[src/hdl/rdt_pkg.sv]
`timescale 1ns / 1ps
`default_nettype none

package rdt_pkg;

  // Default sizes of the tracker
  localparam int unsigned TableDepthDef = 64;
  localparam int unsigned ReadsMaxDef   = 16;
  localparam int unsigned IdBitsDef     = 32;
  localparam int unsigned DrawBitsDef   = 16;

  // Access kinds
  localparam logic ReqRead  = 1'b0;
  localparam logic ReqWrite = 1'b1;

  // Result of the shared table compare unit
  typedef struct packed {
    logic hit;   // key matched the entry at hit_idx
    logic miss;  // every filled entry compared, no match
  } scan_stat_t;

endpackage

`default_nettype wire

[src/hdl/read_after_write_dependency_tracker.sv]
`timescale 1ns / 1ps
`default_nettype none

// Channel   Direction  Handshake               Payload
// request   in         in_valid_i / in_stall_o  draw_index, resource_id, req_type,
//                                              ends_draw, new_pass
// node      out        out_valid_o / out_stall_i job_id, has_dependency, producer,
//                                              final_node, overflow
//
// A read request is buffered in the pending read RAM while it has room. A write request
// uses the single compare unit to walk the filled entries, one table RAM read a cycle.
// A request that ends a draw call then resolves each buffered read with the same walk
// and closes the draw call.
// Reset clears the fill count, the read count and the overflow flag; no clearing pass.
// in_stall_o is high while a request is in work; a stalled node holds and pauses the walk.
module read_after_write_dependency_tracker
  import rdt_pkg::*;
#(
  parameter int unsigned TABLE_DEPTH = TableDepthDef,
  parameter int unsigned READS_MAX   = ReadsMaxDef,
  parameter int unsigned ID_BITS     = IdBitsDef,
  parameter int unsigned DRAW_BITS   = DrawBitsDef
) (
  input  wire logic                 clk_i,
  input  wire logic                 rst_ni,
  // Request channel
  input  wire logic                 in_valid_i,
  output logic                      in_stall_o,
  input  wire logic [DRAW_BITS-1:0] draw_index_i,
  input  wire logic [ID_BITS-1:0]   resource_id_i,
  input  wire logic                 req_type_i,
  input  wire logic                 ends_draw_i,
  input  wire logic                 new_pass_i,
  // Node channel
  output logic                      out_valid_o,
  input  wire logic                 out_stall_i,
  output logic      [DRAW_BITS-1:0] job_id_o,
  output logic                      has_dependency_o,
  output logic      [DRAW_BITS-1:0] producer_o,
  output logic                      final_node_o,
  output logic                      overflow_o
);

  localparam int unsigned TAW = (TABLE_DEPTH > 1) ? $clog2(TABLE_DEPTH) : 1;
  localparam int unsigned TCW = $clog2(TABLE_DEPTH + 1);
  localparam int unsigned PAW = (READS_MAX > 1) ? $clog2(READS_MAX) : 1;
  localparam int unsigned PCW = $clog2(READS_MAX + 1);
  localparam int unsigned TW  = ID_BITS + DRAW_BITS;

  typedef enum logic [2:0] {
    ST_IDLE,
    ST_WSCAN,
    ST_RFETCH,
    ST_RLOAD,
    ST_RSCAN,
    ST_REMIT,
    ST_RFINAL
  } state_e;

  state_e               state_q, state_d;
  logic [DRAW_BITS-1:0] draw_q, draw_d;
  logic [ID_BITS-1:0]   key_q, key_d;
  logic                 ends_q, ends_d;
  logic [TCW-1:0]       count_q, count_d;
  logic [PCW-1:0]       pend_cnt_q, pend_cnt_d;
  logic [PCW-1:0]       rd_idx_q, rd_idx_d;
  logic                 ovf_q, ovf_d;
  logic                 held_vld_q, held_vld_d;
  logic [DRAW_BITS-1:0] held_prod_q, held_prod_d;
  logic [DRAW_BITS-1:0] found_q, found_d;
  logic                 out_vld_q, out_vld_d;
  logic [DRAW_BITS-1:0] out_job_q, out_job_d;
  logic                 out_dep_q, out_dep_d;
  logic [DRAW_BITS-1:0] out_prod_q, out_prod_d;
  logic                 out_fin_q, out_fin_d;
  logic                 out_ovf_q, out_ovf_d;

  // Table RAM: {resource, last writer draw}
  logic                 tbl_we;
  logic [TAW-1:0]       tbl_waddr;
  logic                 tbl_re;
  logic [TAW-1:0]       tbl_raddr;
  logic [TW-1:0]        tbl_rdata;
  logic [ID_BITS-1:0]   tbl_rd_res;
  logic [DRAW_BITS-1:0] tbl_rd_draw;

  // Pending read buffer RAM
  logic                 pend_we;
  logic                 pend_re;
  logic [ID_BITS-1:0]   pend_rdata;

  logic                 scan_run;
  scan_stat_t           scan_stat;
  logic [TAW-1:0]       hit_idx;
  logic                 out_free;

  assign tbl_rd_res  = tbl_rdata[TW-1:DRAW_BITS];
  assign tbl_rd_draw = tbl_rdata[DRAW_BITS-1:0];

  rdt_ram #(
    .WIDTH (TW),
    .DEPTH (TABLE_DEPTH)
  ) u_table (
    .clk_i   (clk_i),
    .we_i    (tbl_we),
    .waddr_i (tbl_waddr),
    .wdata_i ({key_q, draw_q}),
    .re_i    (tbl_re),
    .raddr_i (tbl_raddr),
    .rdata_o (tbl_rdata)
  );

  rdt_ram #(
    .WIDTH (ID_BITS),
    .DEPTH (READS_MAX)
  ) u_pending (
    .clk_i   (clk_i),
    .we_i    (pend_we),
    .waddr_i (pend_cnt_q[PAW-1:0]),
    .wdata_i (resource_id_i),
    .re_i    (pend_re),
    .raddr_i (rd_idx_q[PAW-1:0]),
    .rdata_o (pend_rdata)
  );

  rdt_scan #(
    .TABLE_DEPTH (TABLE_DEPTH),
    .ID_BITS     (ID_BITS)
  ) u_scan (
    .clk_i     (clk_i),
    .rst_ni    (rst_ni),
    .run_i     (scan_run),
    .key_i     (key_q),
    .count_i   (count_q),
    .rd_en_o   (tbl_re),
    .rd_addr_o (tbl_raddr),
    .rd_res_i  (tbl_rd_res),
    .stat_o    (scan_stat),
    .hit_idx_o (hit_idx)
  );

  // The output register can take a node when empty or draining this cycle
  assign out_free   = !out_vld_q || !out_stall_i;
  assign in_stall_o = (state_q != ST_IDLE);

  always_comb begin
    state_d     = state_q;
    draw_d      = draw_q;
    key_d       = key_q;
    ends_d      = ends_q;
    count_d     = count_q;
    pend_cnt_d  = pend_cnt_q;
    rd_idx_d    = rd_idx_q;
    ovf_d       = ovf_q;
    held_vld_d  = held_vld_q;
    held_prod_d = held_prod_q;
    found_d     = found_q;
    out_vld_d   = out_vld_q && out_stall_i;
    out_job_d   = out_job_q;
    out_dep_d   = out_dep_q;
    out_prod_d  = out_prod_q;
    out_fin_d   = out_fin_q;
    out_ovf_d   = out_ovf_q;
    tbl_we      = 1'b0;
    tbl_waddr   = count_q[TAW-1:0];
    pend_we     = 1'b0;
    pend_re     = 1'b0;
    scan_run    = 1'b0;

    case (state_q)
      ST_IDLE: begin
        if (in_valid_i) begin
          draw_d = draw_index_i;
          key_d  = resource_id_i;
          ends_d = ends_draw_i;
          // New pass: drop all table entries and the overflow flag first
          if (new_pass_i) begin
            count_d = '0;
            ovf_d   = 1'b0;
          end
          rd_idx_d = '0;
          if (req_type_i == ReqWrite) begin
            state_d = ST_WSCAN;
          end else begin
            if (pend_cnt_q < PCW'(READS_MAX)) begin
              pend_we    = 1'b1;
              pend_cnt_d = pend_cnt_q + PCW'(1);
            end else begin
              ovf_d = 1'b1;
            end
            state_d = ends_draw_i ? ST_RFETCH : ST_IDLE;
          end
        end
      end

      ST_WSCAN: begin
        scan_run = 1'b1;
        if (scan_stat.hit) begin
          // Known resource: replace its writer
          tbl_we    = 1'b1;
          tbl_waddr = hit_idx;
          state_d   = ends_q ? ST_RFETCH : ST_IDLE;
        end else if (scan_stat.miss) begin
          if (count_q < TCW'(TABLE_DEPTH)) begin
            tbl_we  = 1'b1;
            count_d = count_q + TCW'(1);
          end else begin
            ovf_d = 1'b1;
          end
          state_d = ends_q ? ST_RFETCH : ST_IDLE;
        end
      end

      ST_RFETCH: begin
        if (rd_idx_q < pend_cnt_q) begin
          pend_re = 1'b1;
          state_d = ST_RLOAD;
        end else begin
          state_d = ST_RFINAL;
        end
      end

      ST_RLOAD: begin
        key_d   = pend_rdata;
        state_d = ST_RSCAN;
      end

      ST_RSCAN: begin
        scan_run = 1'b1;
        if (scan_stat.hit) begin
          found_d = tbl_rd_draw;
          state_d = ST_REMIT;
        end else if (scan_stat.miss) begin
          rd_idx_d = rd_idx_q + PCW'(1);
          state_d  = ST_RFETCH;
        end
      end

      ST_REMIT: begin
        // Hold one node back so the last one can carry the final mark
        if (!held_vld_q) begin
          held_vld_d  = 1'b1;
          held_prod_d = found_q;
          rd_idx_d    = rd_idx_q + PCW'(1);
          state_d     = ST_RFETCH;
        end else if (out_free) begin
          out_vld_d   = 1'b1;
          out_job_d   = draw_q;
          out_dep_d   = 1'b1;
          out_prod_d  = held_prod_q;
          out_fin_d   = 1'b0;
          out_ovf_d   = ovf_q;
          held_prod_d = found_q;
          rd_idx_d    = rd_idx_q + PCW'(1);
          state_d     = ST_RFETCH;
        end
      end

      ST_RFINAL: begin
        if (out_free) begin
          out_vld_d  = 1'b1;
          out_job_d  = draw_q;
          out_dep_d  = held_vld_q;
          out_prod_d = held_vld_q ? held_prod_q : '0;
          out_fin_d  = 1'b1;
          out_ovf_d  = ovf_q;
          held_vld_d = 1'b0;
          pend_cnt_d = '0;
          state_d    = ST_IDLE;
        end
      end

      default: begin
        state_d = ST_IDLE;
      end
    endcase
  end

  always_ff @(posedge clk_i or negedge rst_ni) begin
    if (!rst_ni) begin
      state_q     <= ST_IDLE;
      count_q     <= '0;
      pend_cnt_q  <= '0;
      rd_idx_q    <= '0;
      ovf_q       <= 1'b0;
      held_vld_q  <= 1'b0;
      out_vld_q   <= 1'b0;
      ends_q      <= 1'b0;
    end else begin
      state_q     <= state_d;
      count_q     <= count_d;
      pend_cnt_q  <= pend_cnt_d;
      rd_idx_q    <= rd_idx_d;
      ovf_q       <= ovf_d;
      held_vld_q  <= held_vld_d;
      out_vld_q   <= out_vld_d;
      ends_q      <= ends_d;
    end
  end

  // Payload registers
  always_ff @(posedge clk_i) begin
    draw_q      <= draw_d;
    key_q       <= key_d;
    held_prod_q <= held_prod_d;
    found_q     <= found_d;
    out_job_q   <= out_job_d;
    out_dep_q   <= out_dep_d;
    out_prod_q  <= out_prod_d;
    out_fin_q   <= out_fin_d;
    out_ovf_q   <= out_ovf_d;
  end

  assign out_valid_o      = out_vld_q;
  assign job_id_o         = out_job_q;
  assign has_dependency_o = out_dep_q;
  assign producer_o       = out_prod_q;
  assign final_node_o     = out_fin_q;
  assign overflow_o       = out_ovf_q;

endmodule

`default_nettype wire

[src/hdl/rdt_ram.sv]
`timescale 1ns / 1ps
`default_nettype none

module rdt_ram #(
  parameter int unsigned WIDTH = 32,
  parameter int unsigned DEPTH = 64,
  localparam int unsigned AW   = (DEPTH > 1) ? $clog2(DEPTH) : 1
) (
  input  wire logic             clk_i,
  input  wire logic             we_i,
  input  wire logic [AW-1:0]    waddr_i,
  input  wire logic [WIDTH-1:0] wdata_i,
  input  wire logic             re_i,
  input  wire logic [AW-1:0]    raddr_i,
  output logic      [WIDTH-1:0] rdata_o
);

  logic [WIDTH-1:0] mem_q [DEPTH];
  logic [WIDTH-1:0] rdata_q;

  always_ff @(posedge clk_i) begin
    if (we_i) begin
      mem_q[waddr_i] <= wdata_i;
    end
    if (re_i) begin
      rdata_q <= mem_q[raddr_i];
    end
  end

  assign rdata_o = rdata_q;

endmodule

`default_nettype wire

[src/hdl/rdt_scan.sv]
`timescale 1ns / 1ps
`default_nettype none

// Shared compare unit: walk the filled table entries one read per cycle and
// compare the registered read data against the key.
module rdt_scan
  import rdt_pkg::*;
#(
  parameter int unsigned TABLE_DEPTH = TableDepthDef,
  parameter int unsigned ID_BITS     = IdBitsDef,
  localparam int unsigned AW = (TABLE_DEPTH > 1) ? $clog2(TABLE_DEPTH) : 1,
  localparam int unsigned CW = $clog2(TABLE_DEPTH + 1)
) (
  input  wire logic               clk_i,
  input  wire logic               rst_ni,
  input  wire logic               run_i,
  input  wire logic [ID_BITS-1:0] key_i,
  input  wire logic [CW-1:0]      count_i,
  output logic                    rd_en_o,
  output logic      [AW-1:0]      rd_addr_o,
  input  wire logic [ID_BITS-1:0] rd_res_i,
  output scan_stat_t              stat_o,
  output logic      [AW-1:0]      hit_idx_o
);

  logic [CW-1:0] ptr_q, ptr_d;
  logic          cmp_vld_q, cmp_vld_d;
  logic [AW-1:0] cmp_idx_q, cmp_idx_d;
  logic          issue;

  assign issue     = run_i && (ptr_q < count_i);
  assign rd_en_o   = issue;
  assign rd_addr_o = ptr_q[AW-1:0];

  always_comb begin
    // Restart from entry zero whenever the unit is not running
    ptr_d     = run_i ? (ptr_q + CW'(issue)) : '0;
    cmp_vld_d = issue;
    cmp_idx_d = issue ? ptr_q[AW-1:0] : cmp_idx_q;
  end

  assign stat_o.hit  = run_i && cmp_vld_q && (rd_res_i == key_i);
  assign stat_o.miss = run_i && !cmp_vld_q && !issue;
  assign hit_idx_o   = cmp_idx_q;

  always_ff @(posedge clk_i or negedge rst_ni) begin
    if (!rst_ni) begin
      ptr_q     <= '0;
      cmp_vld_q <= 1'b0;
      cmp_idx_q <= '0;
    end else begin
      ptr_q     <= ptr_d;
      cmp_vld_q <= cmp_vld_d;
      cmp_idx_q <= cmp_idx_d;
    end
  end

endmodule

`default_nettype wire
[config.mk]
export PLATFORM = sky130hd
export DESIGN_NAME = read_after_write_dependency_tracker
export DESIGN_NICKNAME = d
export VERILOG_FILES = /design/src/hdl/rdt_pkg.sv /design/src/hdl/read_after_write_dependency_tracker.sv /design/src/hdl/rdt_ram.sv /design/src/hdl/rdt_scan.sv
export SDC_FILE = /design/constraint.sdc
export NUM_CORES = 2
export LEC_CHECK = 0
export BUFFER_PORTS_ARGS = -buffer_cell sky130_fd_sc_hd__buf_4
export CORE_MARGIN = 2
export CORE_UTILIZATION = 59
export CTS_BUF_LIST = sky130_fd_sc_hd__clkbuf_8
export CTS_CLUSTER_SIZE = 40
export DETAILED_ROUTE_END_ITERATION = 10
export GPL_TIMING_DRIVEN = 0
export HOLD_SLACK_MARGIN = 0.08
export MAX_ROUTING_LAYER = met4
export PLACE_DENSITY = 0.78
export SYNTH_ARGS = -nofsm -noshare
export SYNTH_HDL_FRONTEND = slang
export SYNTH_HIERARCHICAL = 1
export SYNTH_SLANG_ARGS = --single-unit
[constraint.sdc]
create_clock -name clk_i -period 8 [get_ports clk_i]
set_clock_uncertainty 0.2 [all_clocks]
set_input_delay 1.6 -clock clk_i [delete_from_list [all_inputs] [get_ports clk_i]]
set_output_delay 1.6 -clock clk_i [all_outputs]
set_load 0.1 [all_outputs]
## After elaboration in Yosys (flattened, before gate mapping)

Memory sizes are Yosys's and may differ from the RTL's. A register that Yosys moved wholly into a read port is not among the register bits.
Cells that the tools add are included.

| storage, ports and cells | value |
|---|---|
| register bits after elaboration | 153 |
| bits in writable memories | 3584 |
| input port bits | 55 |
| output and inout port bits | 37 |
| memories kept | 2 |

| operators by class | value |
|---|---|
| add/subtract/negate cells | 4 |
| $lt $le $gt $ge | 4 |
| equality and inequality tests | 24 |
| multiplexer cells | 82 |
| reduce and logical (&&, ||, !) cells | 31 |

Memories:

| name | words | bits a word | rd ports | clocked after Yosys merged registers in | wr ports | line | text |
|---|---|---|---|---|---|---|---|
| u_table.mem_q | 64 | 48 | 1 | 1 | 1 | rdt_ram.sv:18 | `logic [WIDTH-1:0] mem_q [DEPTH];` |
| u_pending.mem_q | 16 | 32 | 1 | 1 | 1 | rdt_ram.sv:18 |  |

Operator list:

| cell | count |
|---|---|
| $mux 16 | 8 |
| $pmux 16 s2 | 2 |
| $pmux 32 s2 | 1 |
| $mux 5 | 9 |
| $mux 7 | 6 |
| $eq 32x32->1 | 1 |
| $mux 32 | 1 |
| $mux 1 | 31 |
| $mux 3 | 9 |
| $ne 2x2->1 const B | 13 |
| $pmux 3 s7 | 1 |
| $reduce_and 5->1 | 4 |
| $pmux 5 s3 | 1 |
| $pmux 7 s2 | 1 |
| $mux 6 | 2 |
| $pmux 1 s2 | 6 |
| $reduce_and 2->1 | 6 |
| $add 5x1->5 const B | 2 |
| $pmux 5 s2 | 1 |
| $eq 3x3->1 const B | 3 |
| $ne 3x3->1 const B | 3 |
| $reduce_bool 2->1 | 4 |
| $add 7x1->7 | 1 |
| $add 7x1->7 const B | 1 |
| 16 further kinds | 28 |

## Longest topological paths before layout

| logic depth | value |
|---|---|
| depth in word-level cells | 11 |
| mapped depth | 13 |
| gate-level depth less buffers | 12 |

## Cells and area by module

Netlist, hierarchy kept.

By module, submodules not included:

| module | instances | cells each | area each (um^2) | seq. area each (um^2) |
|---|---|---|---|---|
| rdt_ram (u_table) | 1 | 4970 | 117597.8 | 93689.9 |
| rdt_ram (u_pending) | 1 | 838 | 20155.6 | 16335.7 |
| read_after_write_dependency_tracker | 1 | 350 | 5565.3 | 4053.9 |
| rdt_scan | 1 | 112 | 1141.1 | 350.3 |

## Least setup slack after synthesis

OpenSTA, ideal clock, no wires.

| path | value |
|---|---|
| path type | register to register |
| start | register key_q[24] |
| end | memory u_table/mem_q[48][0] (netlist name) (enable) |
| setup time | 0.513 ns |
| arrival | 7.074 ns |
| required time | 7.287 ns |
| setup slack | 0.214 ns |
| stages on the path, launching flop included | 13 |
| path buffers | 2 |
| period minus slack after synthesis | 7.786 ns |
| cells stage by stage | edfxtp_1 -> xor2_1 -> nor4_1 -> nand4_1 -> or4_1 -> nor4_2 -> and3_1 -> clkbuf_1 -> mux2_2 -> clkbuf_1 -> nor2b_1 -> nand4b_1 -> nor3_1 |

RTL lines:

| element | line | text |
|---|---|---|
| from (decl) | read_after_write_dependency_tracker.sv:62 | `logic [ID_BITS-1:0] key_q, key_d;` |
| from (signal assigned) | read_after_write_dependency_tracker.sv:304 | `key_q <= key_d;` |
| to (decl) | rdt_ram.sv:18 |  |

==> flow_metrics.env <==
export IMPL_dominantRegCellSynth="edfxtp_1"
export IMPL_finalNonFillerCells=10900
export IMPL_cts_buffers=595
export IMPL_synth_area_leaders="edfxtp_1 79%, mux4_2 14%, a22oi_1 0.71%"
export IMPL_core_area_sq_mm=0.243
export IMPL_cts_htree_levels=6
export IMPL_rr_endpoint="u_table/mem_q[3][14]$_DFFE_PP_"
export IMPL_die_w_um=499
export IMPL_drv_cap=0
export IMPL_hold_buffers=0
export IMPL_dp_cells=9830
export IMPL_relSlewSlack=-0.0419
export IMPL_insertion_delay_ns=1.18
export IMPL_grt_max_degree=49
export IMPL_tns_ns=0
export IMPL_synth_yosys_seq_area_share=0.792
export IMPL_grt_total_usage=0.338
export IMPL_critical_path_max_stage_delay_ns=0.95
export IMPL_critical_path_cell_chain="buf_16, buf_16, xor2_1, nor4_2, nand4_1, or4_1, nor4_4, buf_12, and3_1, clkbuf_1, mux2_2, clkbuf_1, nor2b_1, nand3_1, nor2_4, buf_12"
export IMPL_synth_top_cell_area_share=0.786
export IMPL_detail_route_wl_per_cell_um=38.0
export IMPL_grt_pass1_wl_um=565000
export IMPL_globalRoute_busiestLayer="met2"
export IMPL_cts_tree="built"
export IMPL_violations="slew limit"
export IMPL_port_buffer_count=91
export IMPL_avgSynthCellArea_sq_um=23.0
export IMPL_peakVddDrop_v=0.000250
export IMPL_worstReg2RegStart="key_q[24]$_DFFE_PP_"
export IMPL_crit_buf_inv=6
export IMPL_place_area_sq_mm=0.156
export IMPL_clk_pin_slew_ns=0.06
export IMPL_synth_cell_types=63
export IMPL_r2r_setup_slack_ns=0.32
export IMPL_dpl_hpwl_um=269000
export IMPL_place_congestion=0.906
export IMPL_final_nets=7305
export IMPL_syn_num_nets=6340
export IMPL_yosysTopAreaCell="edfxtp_1"
export IMPL_cts_num_sinks=3817
export IMPL_critPathSlowestCell="nor2_4"
export IMPL_die_h_um=499
export IMPL_r2r_cells=16
export IMPL_cts_root_buffer="clkbuf_8"
export IMPL_whs_path_depth=0
export IMPL_path_class="reg2reg"
export IMPL_crit_arrival_ns=8.22
export IMPL_drt_iter0_drc=13600
export IMPL_grt_use_met1=0.424
export IMPL_hold_ws_ns=0.180
export IMPL_ant_nets=0
export IMPL_fin_crit_ns=7.68
export IMPL_drtPass1Iterations=9
export IMPL_start_util=0.593
export IMPL_cts_buffer_depth=4
export IMPL_hold_class="reg2reg"
export IMPL_async_flop_share=0.00996
export IMPL_syn_area_sq_mm=0.144
export IMPL_finalHoldViolCount=0
export IMPL_ios=92
export IMPL_p_leak_uw=0.0522
export IMPL_hold_path_end="found_q[0]$_DFFE_PP_"
export IMPL_critPathLaunchType="flop"
export IMPL_met2_usage=0.494
export IMPL_cp_top_family="simple AND/OR/NAND/NOR gates"
export IMPL_dieArea_sq_mm=0.249
export IMPL_rows=181
export IMPL_antenna_found_initial=23
export IMPL_synth_common_cells="3779 x edfxtp_1, 882 x mux4_2, 167 x nor2_1"
export IMPL_status="finished with violations"
export IMPL_finalMaxSlewViolations=1
export IMPL_finalWirelength_um=414000
export IMPL_worst_pin_slew_ns=1.56
export IMPL_max_freq_ghz=0.130
export IMPL_vias_per_cell=7.07
export IMPL_post_synth_top_count_cell="edfxtp_1"
export IMPL_setup_worst_path_end_class="flop"
export IMPL_fin_crit_sh=0.960
export IMPL_ys_seq_elements=3817
export IMPL_holdCritStartpoint="u_table/rdata_o[0]$_DFFE_PP_"
export IMPL_powerDensity_mw_per_mm2=264
export IMPL_worstPathRequired_ns=8.54
export IMPL_setup_viol=0
export IMPL_drc_errors=0
export IMPL_grt_use_met3=0.111
export IMPL_syn_inst=6270
export IMPL_synth_warnings=6
export IMPL_area_growth_pct=15.1
export IMPL_grt_pass1_vias=76300
export IMPL_vias=76900
export IMPL_overflow=0
export IMPL_rsz0062_at_grt="false"
export IMPL_drive_above_1_share=0.301
export IMPL_fin_area_sq_mm=0.166
export IMPL_synth_edf_count=3779
export IMPL_worstPathMaxFanout=33
==> worst register-to-register path: stages (launching register included) <==
cell and delay [ns]:
edfxtp_1 0.59, buf_16 0.26, buf_16 0.20, xor2_1 0.28, nor4_2 0.82, nand4_1 0.19, or4_1 0.62, nor4_4 0.35
buf_12 0.19, and3_1 0.17, clkbuf_1 0.32, mux2_2 0.31, clkbuf_1 0.51, nor2b_1 0.33, nand3_1 0.68, nor2_4 0.95
buf_12 0.31
==> layout make-up <==
class	count	area (sq um)
flip-flops and latches	3817	114000
fillers	13500	77200
multi-input cells	2092	28800
clock buffers	609	8380
repair buffers	368	6660
well taps	3202	4010
clock inverters	418	2070
plain buffers	343	1810
inverters	18	75.1
diodes	21	52.6
==> report_power, final <==
group	leakage, uW	switching (uW)	internal (uW)
sequential	0.0345	422	23400
clock	0.00603	7410	7400
combinational	0.0117	3260	2030
total	0.0522	11100	32800
==> through the flow <==
step                 util  worst slack [ns]  power (uW)
floorplan               -             0.214       26900
global placement    0.613             -7.98       28600
detailed placement  0.639            0.0339       29400
CTS                 0.683             0.196       43900
global route        0.683             0.344       45000
finish              0.683             0.319       43900
==> worst max path at each step <==
stage          cells past startpoint                         endpoint              startpoint  slack (ns)
3_5_place_dp                      14  u_table/mem_q[31][26]$_DFFE_PP_     key_q[24]$_DFFE_PP_        0.03
6_report                          16   u_table/mem_q[3][14]$_DFFE_PP_     key_q[24]$_DFFE_PP_        0.32
5_1_grt                           18   u_table/mem_q[9][19]$_DFFE_PP_     key_q[24]$_DFFE_PP_        0.34
4_1_cts                           16   u_table/mem_q[9][19]$_DFFE_PP_  state_q[0]$_DFFE_PN0P_        0.20
2_1_floorplan                     12   u_table/mem_q[48][0]$_DFFE_PP_     key_q[24]$_DFFE_PP_        0.21
3_3_place_gp                      12  u_table/mem_q[49][12]$_DFFE_PP_      key_q[0]$_DFFE_PP_       -7.98
==> registers in the layout, indices dropped and copies added, names as in the netlist, 3 cells and up <==
signal and flops:
state_q 3, job_id_o 16, u_table/rdata_o 48, u_table/mem_q 3072, held_prod_q 16, u_pending/rdata_o 32, u_scan/hit_idx_o 6, u_scan/ptr_q 7
producer_o 16, found_q 16, count_q 7, u_pending/mem_q 512, rd_idx_q 5, draw_q 16, pend_cnt_q 5, key_q 32
==> placed cells by master, fill, tap and decap left out, types with 34 or more instances in the layout <==
cell,netlist,routed
a21oi_1,87,86
mux4_2,882,882
nor2_1,167,88
o22ai_1,123,123
nor2_4,0,78
buf_4,77,177
clkbuf_1,124,123
mux2i_1,66,66
buf_2,105,105
inv_1,16,208
clkbuf_8,0,609
buf_6,13,34
dfrtp_1,38,38
buf_16,0,103
buf_12,0,135
a22oi_1,136,136
nand2_1,107,106
clkinv_2,0,45
a22o_1,58,58
clkinv_1,0,141
a221oi_1,84,84
nor2b_1,46,46
mux2_2,52,52
edfxtp_1,3779,3779
==> kinds of logic after synthesis <==
| logic type | count (synthesis) | share of synthesized area |
|---|---|---|
| flops | 3817 | 0.792 |
| fa+ha+maj | 15 | 0.00130 |
| simple gates | 436 | 0.0146 |
| mux | 1006 | 0.147 |
| compound gates | 591 | 0.0297 |
| xor+xnor | 44 | 0.00267 |
| buf+inv | 361 | 0.0130 |
==> timing repair <==
action | 4_1_cts | 5_1_grt
resized for setup | 1 | 1
buffers inserted | 4 | 5
pin swaps | 1 | 2
setup endpoints to repair | 131 | 915
==> layer usage <==
metal  vias to the layer above  share of wire
met4                         0          0.071
li1                      28900              -
met3                      1588           0.16
met5                         -              0
met1                     38900           0.31
met2                      7552           0.45
Note: power is estimated with default switching activity, not from simulation.
